===== src/itf_pkg.sv =====
// Shared widths, constants and the digit table of the integer to text formatter.
package itf_pkg;

    localparam int unsigned VAL_W       = 32;
    localparam int unsigned LEN_W       = 7;
    localparam int unsigned BASE_W      = 5;
    localparam int unsigned CHAR_W      = 8;
    localparam int unsigned REM_W       = 4;
    localparam int unsigned STEP_W      = $clog2(VAL_W);
    localparam int unsigned S_TDATA_W   = 48;
    localparam int unsigned M_TDATA_W   = 16;

    localparam int unsigned MAX_WIDTH_DEF   = 64;
    localparam int unsigned DIGIT_SLOTS_DEF = 33;

    localparam logic [BASE_W-1:0] BASE_MIN = BASE_W'(2);
    localparam logic [BASE_W-1:0] BASE_HEX = BASE_W'(16);

    localparam logic [CHAR_W-1:0] CH_MINUS = 8'h2d;
    localparam logic [CHAR_W-1:0] CH_ZERO  = 8'h30;
    localparam logic [CHAR_W-1:0] CH_SPACE = 8'h20;
    localparam logic [CHAR_W-1:0] CH_NONE  = 8'h00;

    // Lower-case digit for a remainder of 0..15.
    function automatic logic [CHAR_W-1:0] itf_digit_char(input logic [REM_W-1:0] d);
        logic [CHAR_W-1:0] c;
        case (d)
            4'd0:    c = 8'h30;
            4'd1:    c = 8'h31;
            4'd2:    c = 8'h32;
            4'd3:    c = 8'h33;
            4'd4:    c = 8'h34;
            4'd5:    c = 8'h35;
            4'd6:    c = 8'h36;
            4'd7:    c = 8'h37;
            4'd8:    c = 8'h38;
            4'd9:    c = 8'h39;
            4'd10:   c = 8'h61;
            4'd11:   c = 8'h62;
            4'd12:   c = 8'h63;
            4'd13:   c = 8'h64;
            4'd14:   c = 8'h65;
            4'd15:   c = 8'h66;
            default: c = 8'h30;
        endcase
        return c;
    endfunction

endpackage


===== src/itf_div.sv =====
// Bit-serial restoring divider: 32-bit dividend by a base of up to 16, one bit a cycle.
module itf_div (
    input  logic                          i_clk,
    input  logic                          i_rst_n,
    input  logic                          i_start,
    input  logic [itf_pkg::VAL_W-1:0]     i_dividend,
    input  logic [itf_pkg::BASE_W-1:0]    i_divisor,
    output logic                          o_done,
    output logic [itf_pkg::VAL_W-1:0]     o_quot,
    output logic [itf_pkg::REM_W-1:0]     o_rem
);
    import itf_pkg::*;

    logic [VAL_W-1:0]  r_q;
    logic [REM_W-1:0]  r_rem;
    logic [STEP_W-1:0] r_step;
    logic              r_busy;
    logic              r_done;

    logic [BASE_W-1:0] w_shift;
    logic              w_ge;
    logic [BASE_W-1:0] w_diff;

    // Bring down the next dividend bit and try one subtraction.
    always_comb begin
        w_shift = {r_rem, r_q[VAL_W-1]};
        w_ge    = (w_shift >= i_divisor);
        w_diff  = w_shift - i_divisor;
    end

    always_ff @(posedge i_clk) begin
        if (!i_rst_n) begin
            r_busy <= 1'b0;
            r_done <= 1'b0;
            r_step <= '0;
        end else begin
            r_done <= 1'b0;
            if (i_start) begin
                r_busy <= 1'b1;
                r_step <= '0;
            end else if (r_busy) begin
                r_step <= r_step + STEP_W'(1);
                if (r_step == STEP_W'(VAL_W - 1)) begin
                    r_busy <= 1'b0;
                    r_done <= 1'b1;
                end
            end
        end
    end

    always_ff @(posedge i_clk) begin
        if (i_start) begin
            r_q   <= i_dividend;
            r_rem <= '0;
        end else if (r_busy) begin
            r_q   <= {r_q[VAL_W-2:0], w_ge};
            r_rem <= w_ge ? w_diff[REM_W-1:0] : w_shift[REM_W-1:0];
        end
    end

    assign o_done = r_done;
    assign o_quot = r_q;
    assign o_rem  = r_rem;

endmodule


===== src/integer_to_text_formatter_top.sv =====
// Top level of the integer to text formatter: control, digit store and output register.
//
//  Channel | Direction | Handshake              | Payload
//  --------+-----------+------------------------+---------------------------------------------
//  s       | in        | i_s_tvalid, o_s_tready | i_s_tdata: value, width, base, is_signed
//  m       | out       | o_m_tvalid, i_m_tready | o_m_tdata: char_code, length; o_m_tlast; o_m_tuser
//
//  Per request: each digit costs 32 steps of the bit-serial divider plus one write into the digit
//  store; each stored character is then read from the store and emitted, and each pad is emitted
//  directly. A bad base costs one error word.
//  Reset is synchronous and clears the control state only; the digit store is always written
//  before it is read and needs no clearing. A stalled output holds the word in the output register
//  and freezes the emitting states; a new request is taken as soon as the previous text is queued.
module integer_to_text_formatter_top #(
    parameter int unsigned MAX_WIDTH   = itf_pkg::MAX_WIDTH_DEF,
    parameter int unsigned DIGIT_SLOTS = itf_pkg::DIGIT_SLOTS_DEF
) (
    input  logic                              i_clk,
    input  logic                              i_rst_n,
    input  logic                              i_s_tvalid,
    output logic                              o_s_tready,
    // [31:0] value, [38:32] width, [43:39] base, [44] is_signed, [47:45] zero
    input  logic [itf_pkg::S_TDATA_W-1:0]     i_s_tdata,
    output logic                              o_m_tvalid,
    input  logic                              i_m_tready,
    // [7:0] char_code, [14:8] length, [15] zero
    output logic [itf_pkg::M_TDATA_W-1:0]     o_m_tdata,
    output logic                              o_m_tlast,
    // [0] error
    output logic                              o_m_tuser
);
    import itf_pkg::*;

    localparam int unsigned CNT_W = $clog2(DIGIT_SLOTS + 1);
    localparam int unsigned IDX_W = $clog2(DIGIT_SLOTS);
    localparam logic [CNT_W-1:0] SLOTS_C = CNT_W'(DIGIT_SLOTS);
    localparam logic [LEN_W-1:0] MAX_W_C =
        (MAX_WIDTH > (2 ** LEN_W) - 1) ? LEN_W'((2 ** LEN_W) - 1) : LEN_W'(MAX_WIDTH);

    typedef enum logic [7:0] {
        S_IDLE = 8'b0000_0001,
        S_ERR  = 8'b0000_0010,
        S_DIV  = 8'b0000_0100,
        S_SIGN = 8'b0000_1000,
        S_CALC = 8'b0001_0000,
        S_PAD  = 8'b0010_0000,
        S_RD   = 8'b0100_0000,
        S_DIG  = 8'b1000_0000
    } t_state;

    // Request fields.
    logic [VAL_W-1:0]  w_value;
    logic [LEN_W-1:0]  w_width;
    logic [BASE_W-1:0] w_base;
    logic              w_is_signed;
    logic              w_neg;
    logic              w_bad_base;
    logic              w_accept;

    assign w_value     = i_s_tdata[31:0];
    assign w_width     = i_s_tdata[38:32];
    assign w_base      = i_s_tdata[43:39];
    assign w_is_signed = i_s_tdata[44];
    assign w_neg       = w_is_signed & w_value[VAL_W-1];
    assign w_bad_base  = (w_base < BASE_MIN) || (w_base > BASE_HEX);

    // Control and counters.
    t_state            r_state, n_state;
    logic [BASE_W-1:0] r_base;
    logic              r_neg;
    logic [LEN_W-1:0]  r_width, n_width;
    logic [CNT_W-1:0]  r_cnt, n_cnt;
    logic [LEN_W-1:0]  r_pad, n_pad;
    logic [LEN_W-1:0]  r_total, n_total;
    logic [LEN_W-1:0]  r_emit, n_emit;

    // Output register.
    logic              r_out_valid;
    logic [CHAR_W-1:0] r_out_char;
    logic              r_out_last;
    logic              r_out_err;
    logic [LEN_W-1:0]  r_out_len;

    logic              w_slot_free;
    logic              w_emit;
    logic [CHAR_W-1:0] w_emit_char;
    logic              w_emit_last;
    logic              w_emit_err;

    // Divider hookup.
    logic              w_div_start;
    logic [VAL_W-1:0]  w_div_dividend;
    logic              w_div_done;
    logic [VAL_W-1:0]  w_div_quot;
    logic [REM_W-1:0]  w_div_rem;

    // Digit store, least significant digit first, then the minus sign.
    logic [CHAR_W-1:0] r_store [DIGIT_SLOTS];
    logic [CHAR_W-1:0] r_rd_data;
    logic              w_wr_en;
    logic [CHAR_W-1:0] w_wr_data;
    logic              w_rd_en;
    logic [CNT_W-1:0]  w_rd_cnt;

    logic [LEN_W-1:0]  w_cnt_ext;
    logic [LEN_W-1:0]  w_total_calc;

    assign w_accept    = i_s_tvalid & o_s_tready;
    assign w_slot_free = !r_out_valid || i_m_tready;
    assign w_cnt_ext   = LEN_W'(r_cnt);
    assign w_total_calc = (r_width < w_cnt_ext) ? w_cnt_ext : r_width;
    assign w_rd_cnt    = r_cnt - CNT_W'(1);

    always_comb begin
        n_state        = r_state;
        n_width        = r_width;
        n_cnt          = r_cnt;
        n_pad          = r_pad;
        n_total        = r_total;
        n_emit         = r_emit;
        w_div_start    = 1'b0;
        w_div_dividend = w_div_quot;
        w_wr_en        = 1'b0;
        w_wr_data      = itf_digit_char(w_div_rem);
        w_rd_en        = 1'b0;
        w_emit         = 1'b0;
        w_emit_char    = CH_NONE;
        w_emit_last    = 1'b0;
        w_emit_err     = 1'b0;

        case (r_state)
            S_IDLE: begin
                w_div_dividend = w_neg ? (~w_value + VAL_W'(1)) : w_value;
                if (w_accept) begin
                    n_width = (w_width > MAX_W_C) ? MAX_W_C : w_width;
                    n_cnt   = '0;
                    n_emit  = '0;
                    if (w_bad_base) begin
                        n_state = S_ERR;
                    end else begin
                        w_div_start = 1'b1;
                        n_state     = S_DIV;
                    end
                end
            end
            S_ERR: begin
                if (w_slot_free) begin
                    w_emit      = 1'b1;
                    w_emit_last = 1'b1;
                    w_emit_err  = 1'b1;
                    n_state     = S_IDLE;
                end
            end
            S_DIV: begin
                // Store each remainder as it appears; restart on the quotient until it hits zero.
                if (w_div_done) begin
                    if (r_cnt < SLOTS_C) begin
                        w_wr_en = 1'b1;
                        n_cnt   = r_cnt + CNT_W'(1);
                    end
                    if (w_div_quot != '0) begin
                        w_div_start = 1'b1;
                    end else begin
                        n_state = S_SIGN;
                    end
                end
            end
            S_SIGN: begin
                if (r_neg && (r_cnt < SLOTS_C)) begin
                    w_wr_en   = 1'b1;
                    w_wr_data = CH_MINUS;
                    n_cnt     = r_cnt + CNT_W'(1);
                end
                n_state = S_CALC;
            end
            S_CALC: begin
                n_total = w_total_calc;
                n_pad   = w_total_calc - w_cnt_ext;
                n_state = (w_total_calc != w_cnt_ext) ? S_PAD : S_RD;
            end
            S_PAD: begin
                if (w_slot_free) begin
                    w_emit      = 1'b1;
                    w_emit_char = (r_base == BASE_HEX) ? CH_ZERO : CH_SPACE;
                    w_emit_last = ((r_emit + LEN_W'(1)) == r_total);
                    n_emit      = r_emit + LEN_W'(1);
                    n_pad       = r_pad - LEN_W'(1);
                    if (r_pad == LEN_W'(1)) begin
                        n_state = S_RD;
                    end
                end
            end
            S_RD: begin
                w_rd_en = 1'b1;
                n_state = S_DIG;
            end
            S_DIG: begin
                if (w_slot_free) begin
                    w_emit      = 1'b1;
                    w_emit_char = r_rd_data;
                    w_emit_last = ((r_emit + LEN_W'(1)) == r_total);
                    n_emit      = r_emit + LEN_W'(1);
                    n_cnt       = r_cnt - CNT_W'(1);
                    n_state     = (r_cnt == CNT_W'(1)) ? S_IDLE : S_RD;
                end
            end
            default: begin
                n_state = S_IDLE;
            end
        endcase
    end

    always_ff @(posedge i_clk) begin
        if (!i_rst_n) begin
            r_state     <= S_IDLE;
            r_cnt       <= '0;
            r_pad       <= '0;
            r_emit      <= '0;
            r_out_valid <= 1'b0;
        end else begin
            r_state <= n_state;
            r_cnt   <= n_cnt;
            r_pad   <= n_pad;
            r_emit  <= n_emit;
            if (w_emit) begin
                r_out_valid <= 1'b1;
            end else if (i_m_tready) begin
                r_out_valid <= 1'b0;
            end
        end
    end

    // Payload registers.
    always_ff @(posedge i_clk) begin
        r_width <= n_width;
        r_total <= n_total;
        if (w_accept) begin
            r_base <= w_base;
            r_neg  <= w_neg;
        end
        if (w_emit) begin
            r_out_char <= w_emit_char;
            r_out_last <= w_emit_last;
            r_out_err  <= w_emit_err;
            r_out_len  <= (w_emit_last && !w_emit_err) ? r_total : '0;
        end
    end

    always_ff @(posedge i_clk) begin
        if (w_wr_en) begin
            r_store[r_cnt[IDX_W-1:0]] <= w_wr_data;
        end
        if (w_rd_en) begin
            r_rd_data <= r_store[w_rd_cnt[IDX_W-1:0]];
        end
    end

    itf_div u_div (
        .i_clk      (i_clk),
        .i_rst_n    (i_rst_n),
        .i_start    (w_div_start),
        .i_dividend (w_div_dividend),
        .i_divisor  (w_accept ? w_base : r_base),
        .o_done     (w_div_done),
        .o_quot     (w_div_quot),
        .o_rem      (w_div_rem)
    );

    assign o_s_tready = (r_state == S_IDLE);
    assign o_m_tvalid = r_out_valid;
    assign o_m_tdata  = {1'b0, r_out_len, r_out_char};
    assign o_m_tlast  = r_out_last;
    assign o_m_tuser  = r_out_err;

endmodule


===== config.mk =====
export PLATFORM = sky130hd
export DESIGN_NAME = integer_to_text_formatter_top
export DESIGN_NICKNAME = d
export VERILOG_FILES = /design/src/itf_pkg.sv /design/src/itf_div.sv /design/src/integer_to_text_formatter_top.sv
export SDC_FILE = /design/constraint.sdc
export NUM_CORES = 1
export LEC_CHECK = 0
export CAP_MARGIN = 20
export CORE_UTILIZATION = 37
export CTS_BUF_LIST = sky130_fd_sc_hd__clkbuf_16
export CTS_CLUSTER_SIZE = 30
export DETAILED_ROUTE_END_ITERATION = 6
export DONT_BUFFER_PORTS = 1
export HOLD_SLACK_MARGIN = 0.05
export SLEW_MARGIN = 20
export SYNTH_ARGS = -nofsm -noshare
export SYNTH_HDL_FRONTEND = slang
export SYNTH_SLANG_ARGS = --single-unit
export TNS_END_PERCENT = 10

===== constraint.sdc =====
create_clock -name i_clk -period 6.68 [get_ports i_clk]
set_input_delay 1.002 -clock i_clk [delete_from_list [all_inputs] [get_ports i_clk]]
set_output_delay 1.002 -clock i_clk [all_outputs]
set_load 0.005 [all_outputs]

==> impl_metrics.env, run 1 <==
export IMPL_portBuffers=0
export IMPL_intPower_w=0.00383
export IMPL_grt_ovfl_total=0
export IMPL_hold_path_class="reg2reg"
export IMPL_outcome="completed"
export IMPL_diodes=0
export IMPL_synth_edf_count=267
export IMPL_synth_flop_cell="edfxtp_1"
export IMPL_layout_drive_gt1_share_pct=13.9
export IMPL_drt_iter0_drc=587
export IMPL_drcViolationCount=0
export IMPL_power_w=0.00522
export IMPL_rsz0062_at_grt="false"
export IMPL_first_pass_iters=5
export IMPL_tns_ns=0
export IMPL_clockRootBuffer="clkbuf_16"
export IMPL_ctsHoldBuffers=0
export IMPL_period_share_pct=68.1
export IMPL_wl_per_cell_um=19.1
export IMPL_grt_pass1_vias=8672
export IMPL_worstMarginPinSlew_ns=1.08
export IMPL_p_per_area_mw_per_mm2=320
export IMPL_cts_setup_buffers=0
export IMPL_critical_path_class="reg2reg"
export IMPL_cp_cell_sequence="nor4b_4 -> nand3_4 -> mux2_2 -> ha_1 -> nand2b_1 -> a41oi_1 -> a21boi_1 -> nor2_1 -> o2111ai_1 -> and2_4 -> mux2i_1 -> a211oi_2 -> inv_1 -> ha_1 -> inv_1 -> mux2i_1 -> nor2_1 -> mux2_2"
export IMPL_ctsResizeCount=0
export IMPL_num_io_pins=72
export IMPL_period_needed_ns=4.55
export IMPL_ant_nets=0
export IMPL_async_flop_share_pct=0
export IMPL_ys_types=78
export IMPL_hpwl_mm=21.1
export IMPL_hold_violations=0
export IMPL_yosys_area_top_type="edfxtp_1"
export IMPL_arrival_ns=4.97
export IMPL_relSlewSlack_pct=26.9
export IMPL_syn_area_mm2=0.0146
export IMPL_synth_top_area_share_pct=54.8
export IMPL_clock_sinks=318
export IMPL_dr_total_vias=8718
export IMPL_ir_drop_uv=142
export IMPL_grt_max_degree=60
export IMPL_finalClockSkew_ns=0.0162
export IMPL_worstPathMaxFanout=10
export IMPL_antenna_found_initial=0
export IMPL_synthCells=1091
export IMPL_cts_max_path_buffers=3
export IMPL_globalplace_congestion=0.847
export IMPL_clk_latency_ns=0.53
export IMPL_setup_viol=0
export IMPL_fillers=3498
export IMPL_tritoncts="done"
export IMPL_layout_setup_ws_ns=2.13
export IMPL_die_y_um=201
export IMPL_die_w_um=201
export IMPL_maxCapViolCount=0
export IMPL_yosysSeqAreaShare_pct=61.7
export IMPL_track_usage_pct=15.5
export IMPL_clkPwrFrac_pct=36.8
export IMPL_whs_ns=0.474
export IMPL_fmax_mhz=220
export IMPL_seq_area_mm2=0.00904
export IMPL_cts_buffers=35
export IMPL_vias_per_cell=5.34
export IMPL_p_switching_w=0.00139
export IMPL_slowest_stage="dfxtp_1"
export IMPL_seqPwrFrac_pct=47.0
export IMPL_nNetsFinal=1166
export IMPL_syn_mean_instance_area_um2=13.4
export IMPL_cts_htree_levels=2
export IMPL_path_clk_slew_ns=0.06
export IMPL_switching_share_pct=26.7
export IMPL_p_leak_nw=5.34
export IMPL_cpPeakStageDelay_ns=0.51
export IMPL_utilization_pct=42.1
export IMPL_drv_slew=0
export IMPL_ys_warn_count=0
export IMPL_coreArea_mm2=0.0388
export IMPL_grt_pass1_wl_mm=49.4
export IMPL_start_kind="flop"
export IMPL_synthTopCellsByArea="edfxtp_1 (55%), mux4_2 (9.2%), dfxtp_1 (7.0%)"
export IMPL_critPathCaptureType="flop"
export IMPL_dp_slack_ns=2.11
export IMPL_comb_power_share_pct=16.3
export IMPL_worstPathRequired_ns=7.09
export IMPL_row_count=72
export IMPL_fp_dieArea_mm2=0.0404
export IMPL_cp_top_family="simple AND/OR/NAND/NOR gates"
export IMPL_synth_seq_cells=318
export IMPL_start_util_pct=37.7
export IMPL_area_growth_pct=11.6
export IMPL_cp_num_buf_inv=2
export IMPL_multi_input_area_mm2=0.00530
export IMPL_wl_mm=31.2
## layout make-up
class,count,share of cell area [%]
Sequential cell,318,55.3
Multi-Input combinational cell,687,32.4
Clock buffer,36,5.51
Tap cell,518,3.97
Clock inverter,28,1.52
Inverter,35,0.804
Timing Repair Buffer,10,0.459
## path summary, 6_finish.rpt
| kind | cells after the start | end | slack [ns] | from |
|---|---|---|---|---|
| setup / recovery | 18 | flop | 2.13 | r_state[0]$_SDFFE_PN1P_ |
| hold / removal | 2 | r_pad[4]$_SDFFE_PN0P_ | 0.47 | r_pad[4]$_SDFFE_PN0P_ |
| setup reg to reg | 18 | flop | 2.13 | r_state[0]$_SDFFE_PN1P_ |
| hold reg to reg | 2 | r_pad[4]$_SDFFE_PN0P_ | 0.47 | r_pad[4]$_SDFFE_PN0P_ |
## worst reg2reg max path, cell delays in order, from the launching register on
cell and delay (ns):
dfxtp_1 0.51, nor4b_4 0.41, nand3_4 0.22, mux2_2 0.35, ha_1 0.29, nand2b_1 0.18
a41oi_1 0.21, a21boi_1 0.28, nor2_1 0.08, o2111ai_1 0.15, and2_4 0.26, mux2i_1 0.12
a211oi_2 0.48, inv_1 0.10, ha_1 0.29, inv_1 0.05, mux2i_1 0.14, nor2_1 0.05
mux2_2 0.27
## power by group through the flow
stage | Sequential, W | Clock (W) | Combinational [W]
floorplan | 0.00247 | 0 | 0.000635
global placement | 0.00249 | 0 | 0.000832
detailed placement | 0.00250 | 0 | 0.000852
CTS | 0.00245 | 0.00196 | 0.000857
global route | 0.00246 | 0.00203 | 0.000944
finish | 0.00245 | 0.00192 | 0.000849
## cell usage in the layout (no fill, tap or decap), drive strengths merged, types with 7 or more instances in the layout
master  instances
a21o           10
a21oi          67
a31oi           9
and2           23
buf            10
clkbuf         36
clkinv         16
dfxtp          51
edfxtp        267
ha             26
inv            41
mux2i          16
mux4           60
nand2          69
nand2b          9
nand3          22
nand4           8
nor2          122
nor2b          16
nor3           13
nor4           13
o21ai          46
o31ai           7
or3             7
xnor2          34
xor2           23
## cell usage after synthesis, types with 3 or more instances
cell type,number
o21ai_0,44
mux2_2,3
ha_1,26
a21o_1,10
mux2i_1,15
nand2b_1,9
a41oi_1,3
mux4_2,60
buf_2,6
o21a_1,4
a211oi_1,4
nand4_1,8
a21oi_1,67
nand3_1,21
a31oi_1,9
o31ai_1,6
or4_1,4
xnor2_1,33
nor3b_1,4
dfxtp_1,51
nor2b_1,16
nand2_1,69
and3_1,6
nor4_1,12
inv_1,32
edfxtp_1,267
and2_1,20
nor3_1,13
clkbuf_1,36
o41ai_1,6
o211ai_1,3
or3_1,7
o22ai_1,3
buf_1,6
nand3b_1,3
xor2_1,23
or2_2,6
nor2_1,122
nor4b_1,4
## registers in the layout (all words and copies together) (netlist names), 7 cells and up, named ones only
register,count
r_emit,7
r_out_char,7
r_out_len,7
r_pad,7
r_state,8
r_store,198
r_total,7
r_width,7
u_div.o_quot,32
## metal layers
| layer | track usage, % | part of all wire [%] | routed length [µm] | up-vias |
|---|---|---|---|---|
| met3 | 2.91 | 5.0 | 1560 | 57 |
| met1 | 20.3 | 44 | 13600 | 4318 |
| met4 | 4.74 | 2.3 | 726 | 0 |
| met5 | 0 | 0 | 0 | - |
| li1 | - | - | - | 4122 |
| met2 | 26.2 | 49 | 15300 | 221 |
## per-stage QoR
step / cells / instance area (µm²)
3_3_place_gp: 1568 / 15200
4_1_cts: 1632 / 16300
2_1_floorplan: 1092 / 14600
5_1_grt: 1632 / 16300
3_5_place_dp: 1568 / 15200
6_report: 1632 / 16300
## kinds of logic after synthesis
group	Yosys count	synth area share [%]
flip-flops	318	61.7
multiplexers	79	10.6
AO/OA/AOI/OAI	185	7.85
XOR/XNOR	57	3.46
AND/OR/NAND/NOR	335	11.4
adder cells (fa/ha/maj)	29	2.50
buffers and inverters	87	2.44
other	1	0.0256
No activity file was read; power rests on OpenSTA's default activity.
==> inputs of run 2 (changes only) <==
==> constraint.sdc (replaced) <==
create_clock -name i_clk -period 4.51 [get_ports i_clk]
set_input_delay 0.6765 -clock i_clk [delete_from_list [all_inputs] [get_ports i_clk]]
set_output_delay 0.6765 -clock i_clk [all_outputs]
set_load 0.005 [all_outputs]
==> impl_metrics.env, run 2 (synthesized netlist as in run 1, its figures left out) <==
export IMPL_maxCapViolCount=0
export IMPL_whs_ns=0.247
export IMPL_fin_cells=1638
export IMPL_mostFrequentLayoutCell="edfxtp_1"
export IMPL_period_needed_ns=4.09
export IMPL_clk_latency_ns=0.52
export IMPL_wl_mm=31.2
export IMPL_comb_power_share_pct=16.5
export IMPL_relSlewSlack_pct=34.7
export IMPL_track_usage_pct=15.7
export IMPL_startpoint="r_state[4]$_SDFFE_PN0P_"
export IMPL_layout_drive_gt1_share_pct=14.6
export IMPL_die_w_um=201
export IMPL_tritoncts="done"
export IMPL_diodes=0
export IMPL_seqPwrFrac_pct=47.9
export IMPL_layout_setup_ws_ns=0.420
export IMPL_critical_path_class="reg2reg"
export IMPL_r2r_cells=18
export IMPL_cts_buffers=34
export IMPL_ir_drop_uv=189
export IMPL_tns_ns=0
export IMPL_ant_nets=0
export IMPL_critPathCaptureType="flop"
export IMPL_rr_startpoint="r_state[4]$_SDFFE_PN0P_"
export IMPL_p_switching_w=0.00201
export IMPL_coreArea_mm2=0.0388
export IMPL_rsz0062_at_grt="false"
export IMPL_worstMarginPinSlew_ns=0.966
export IMPL_hpwl_mm=21.2
export IMPL_nNetsFinal=1175
export IMPL_final_cell_mix="edfxtp_1 (267), nor2_1 (122), nand2_1 (69)"
export IMPL_ctsHoldBuffers=0
export IMPL_outcome="completed"
export IMPL_cts_htree_levels=2
export IMPL_min_delay_start="i_rst_n"
export IMPL_largest_reg_flops=198
export IMPL_arrival_ns=4.50
export IMPL_intPower_w=0.00558
export IMPL_setup_viol=0
export IMPL_num_io_pins=72
export IMPL_die_y_um=201
export IMPL_period_share_pct=90.7
export IMPL_grt_pass1_vias=8760
export IMPL_switching_share_pct=26.5
export IMPL_hold_path_class="in2reg"
export IMPL_vias_per_cell=5.29
export IMPL_dp_slack_ns=0.270
export IMPL_clockRootBuffer="clkbuf_16"
export IMPL_clkPwrFrac_pct=35.5
export IMPL_drv_slew=0
export IMPL_area_growth_pct=11.7
export IMPL_start_util_pct=37.7
export IMPL_clock_sinks=318
export IMPL_worstPathMaxFanout=9
export IMPL_start_kind="flop"
export IMPL_fmax_mhz=244
export IMPL_portBuffers=0
export IMPL_p_leak_nw=5.35
export IMPL_globalplace_congestion=0.846
export IMPL_worstPathRequired_ns=4.92
export IMPL_grt_ovfl_total=0
export IMPL_hold_violations=0
export IMPL_p_per_area_mw_per_mm2=464
export IMPL_place_inst=1577
export IMPL_grt_pass1_wl_mm=49.9
export IMPL_row_count=72
export IMPL_drcViolationCount=0
export IMPL_path_clk_slew_ns=0.06
export IMPL_drt_iter0_drc=549
export IMPL_antenna_found_initial=0
export IMPL_finalClockSkew_ns=0.00973
export IMPL_whs_path_depth=1
export IMPL_grt_max_degree=56
export IMPL_dr_total_vias=8670
export IMPL_first_pass_iters=5
export IMPL_cts_max_path_buffers=3
export IMPL_fp_dieArea_mm2=0.0404
export IMPL_wl_per_cell_um=19.0
==> run 2: worst paths after layout <==
kind	end	slack [ns]
worst min register to register	r_emit[1]$_SDFFE_PN0P_	0.49
worst max-delay path	flop	0.42
worst min-delay path	r_state[0]$_SDFFE_PN1P_	0.25
worst max register to register	flop	0.42
==> run 2: final cells by class <==
| cell class | instances | area (µm²) |
|---|---|---|
| fill | 3514 | 22500 |
| sequential | 318 | 9040 |
| multi-input combinational | 687 | 5290 |
| clock buffer | 35 | 876 |
| tap | 518 | 648 |
| clock inverter | 25 | 198 |
| timing repair buffer | 20 | 163 |
| inverter | 35 | 131 |
==> run 2: metrics by stage <==
step / cell area (µm²) / power [W] / util (%)
2_1_floorplan: 14600 / 0.00460 / -
5_1_grt: 16400 / 0.00792 / 42.1
3_3_place_gp: 15300 / 0.00492 / 39.3
4_1_cts: 16300 / 0.00766 / 42.1
6_report: 16400 / 0.00759 / 42.1
3_5_place_dp: 15300 / 0.00496 / 39.3
==> run 2: power groups by stage <==
stage,Combinational [W],Clock [W],Sequential (W)
2_1_floorplan,0.000941,0,0.00366
3_3_place_gp,0.00123,0,0.00370
3_5_place_dp,0.00126,0,0.00370
4_1_cts,0.00126,0.00276,0.00364
5_1_grt,0.00141,0.00286,0.00366
6_report,0.00125,0.00270,0.00364
==> run 2: worst max-delay path, cell delays in order, from the launching register on <==
cell	delay [ns]
dfxtp_1	0.40
nor4b_4	0.40
nand3_4	0.10
mux2_2	0.31
ha_1	0.29
nand2b_1	0.18
a41oi_1	0.19
a21boi_1	0.25
nor2_1	0.07
o2111ai_1	0.17
and2_4	0.25
mux2i_1	0.11
a211oi_2	0.35
inv_1	0.10
ha_1	0.30
inv_1	0.05
mux2i_1	0.13
nor2_1	0.05
mux2_2	0.27
==> run 2: per-layer routing <==
layer | routed length [µm] | global-route usage [%] | vias to the layer above
met2 | 15300 | 26.6 | 183
met1 | 13900 | 20.6 | 4308
met4 | 662 | 5.15 | 0
met5 | 0 | 0 | -
met3 | 1270 | 2.50 | 46
li1 | - | - | 4133
==> run 2: timing repair <==
item	CTS	global route
buffers inserted	0	1
endpoints found under the setup margin	0	1
resized for setup	0	1
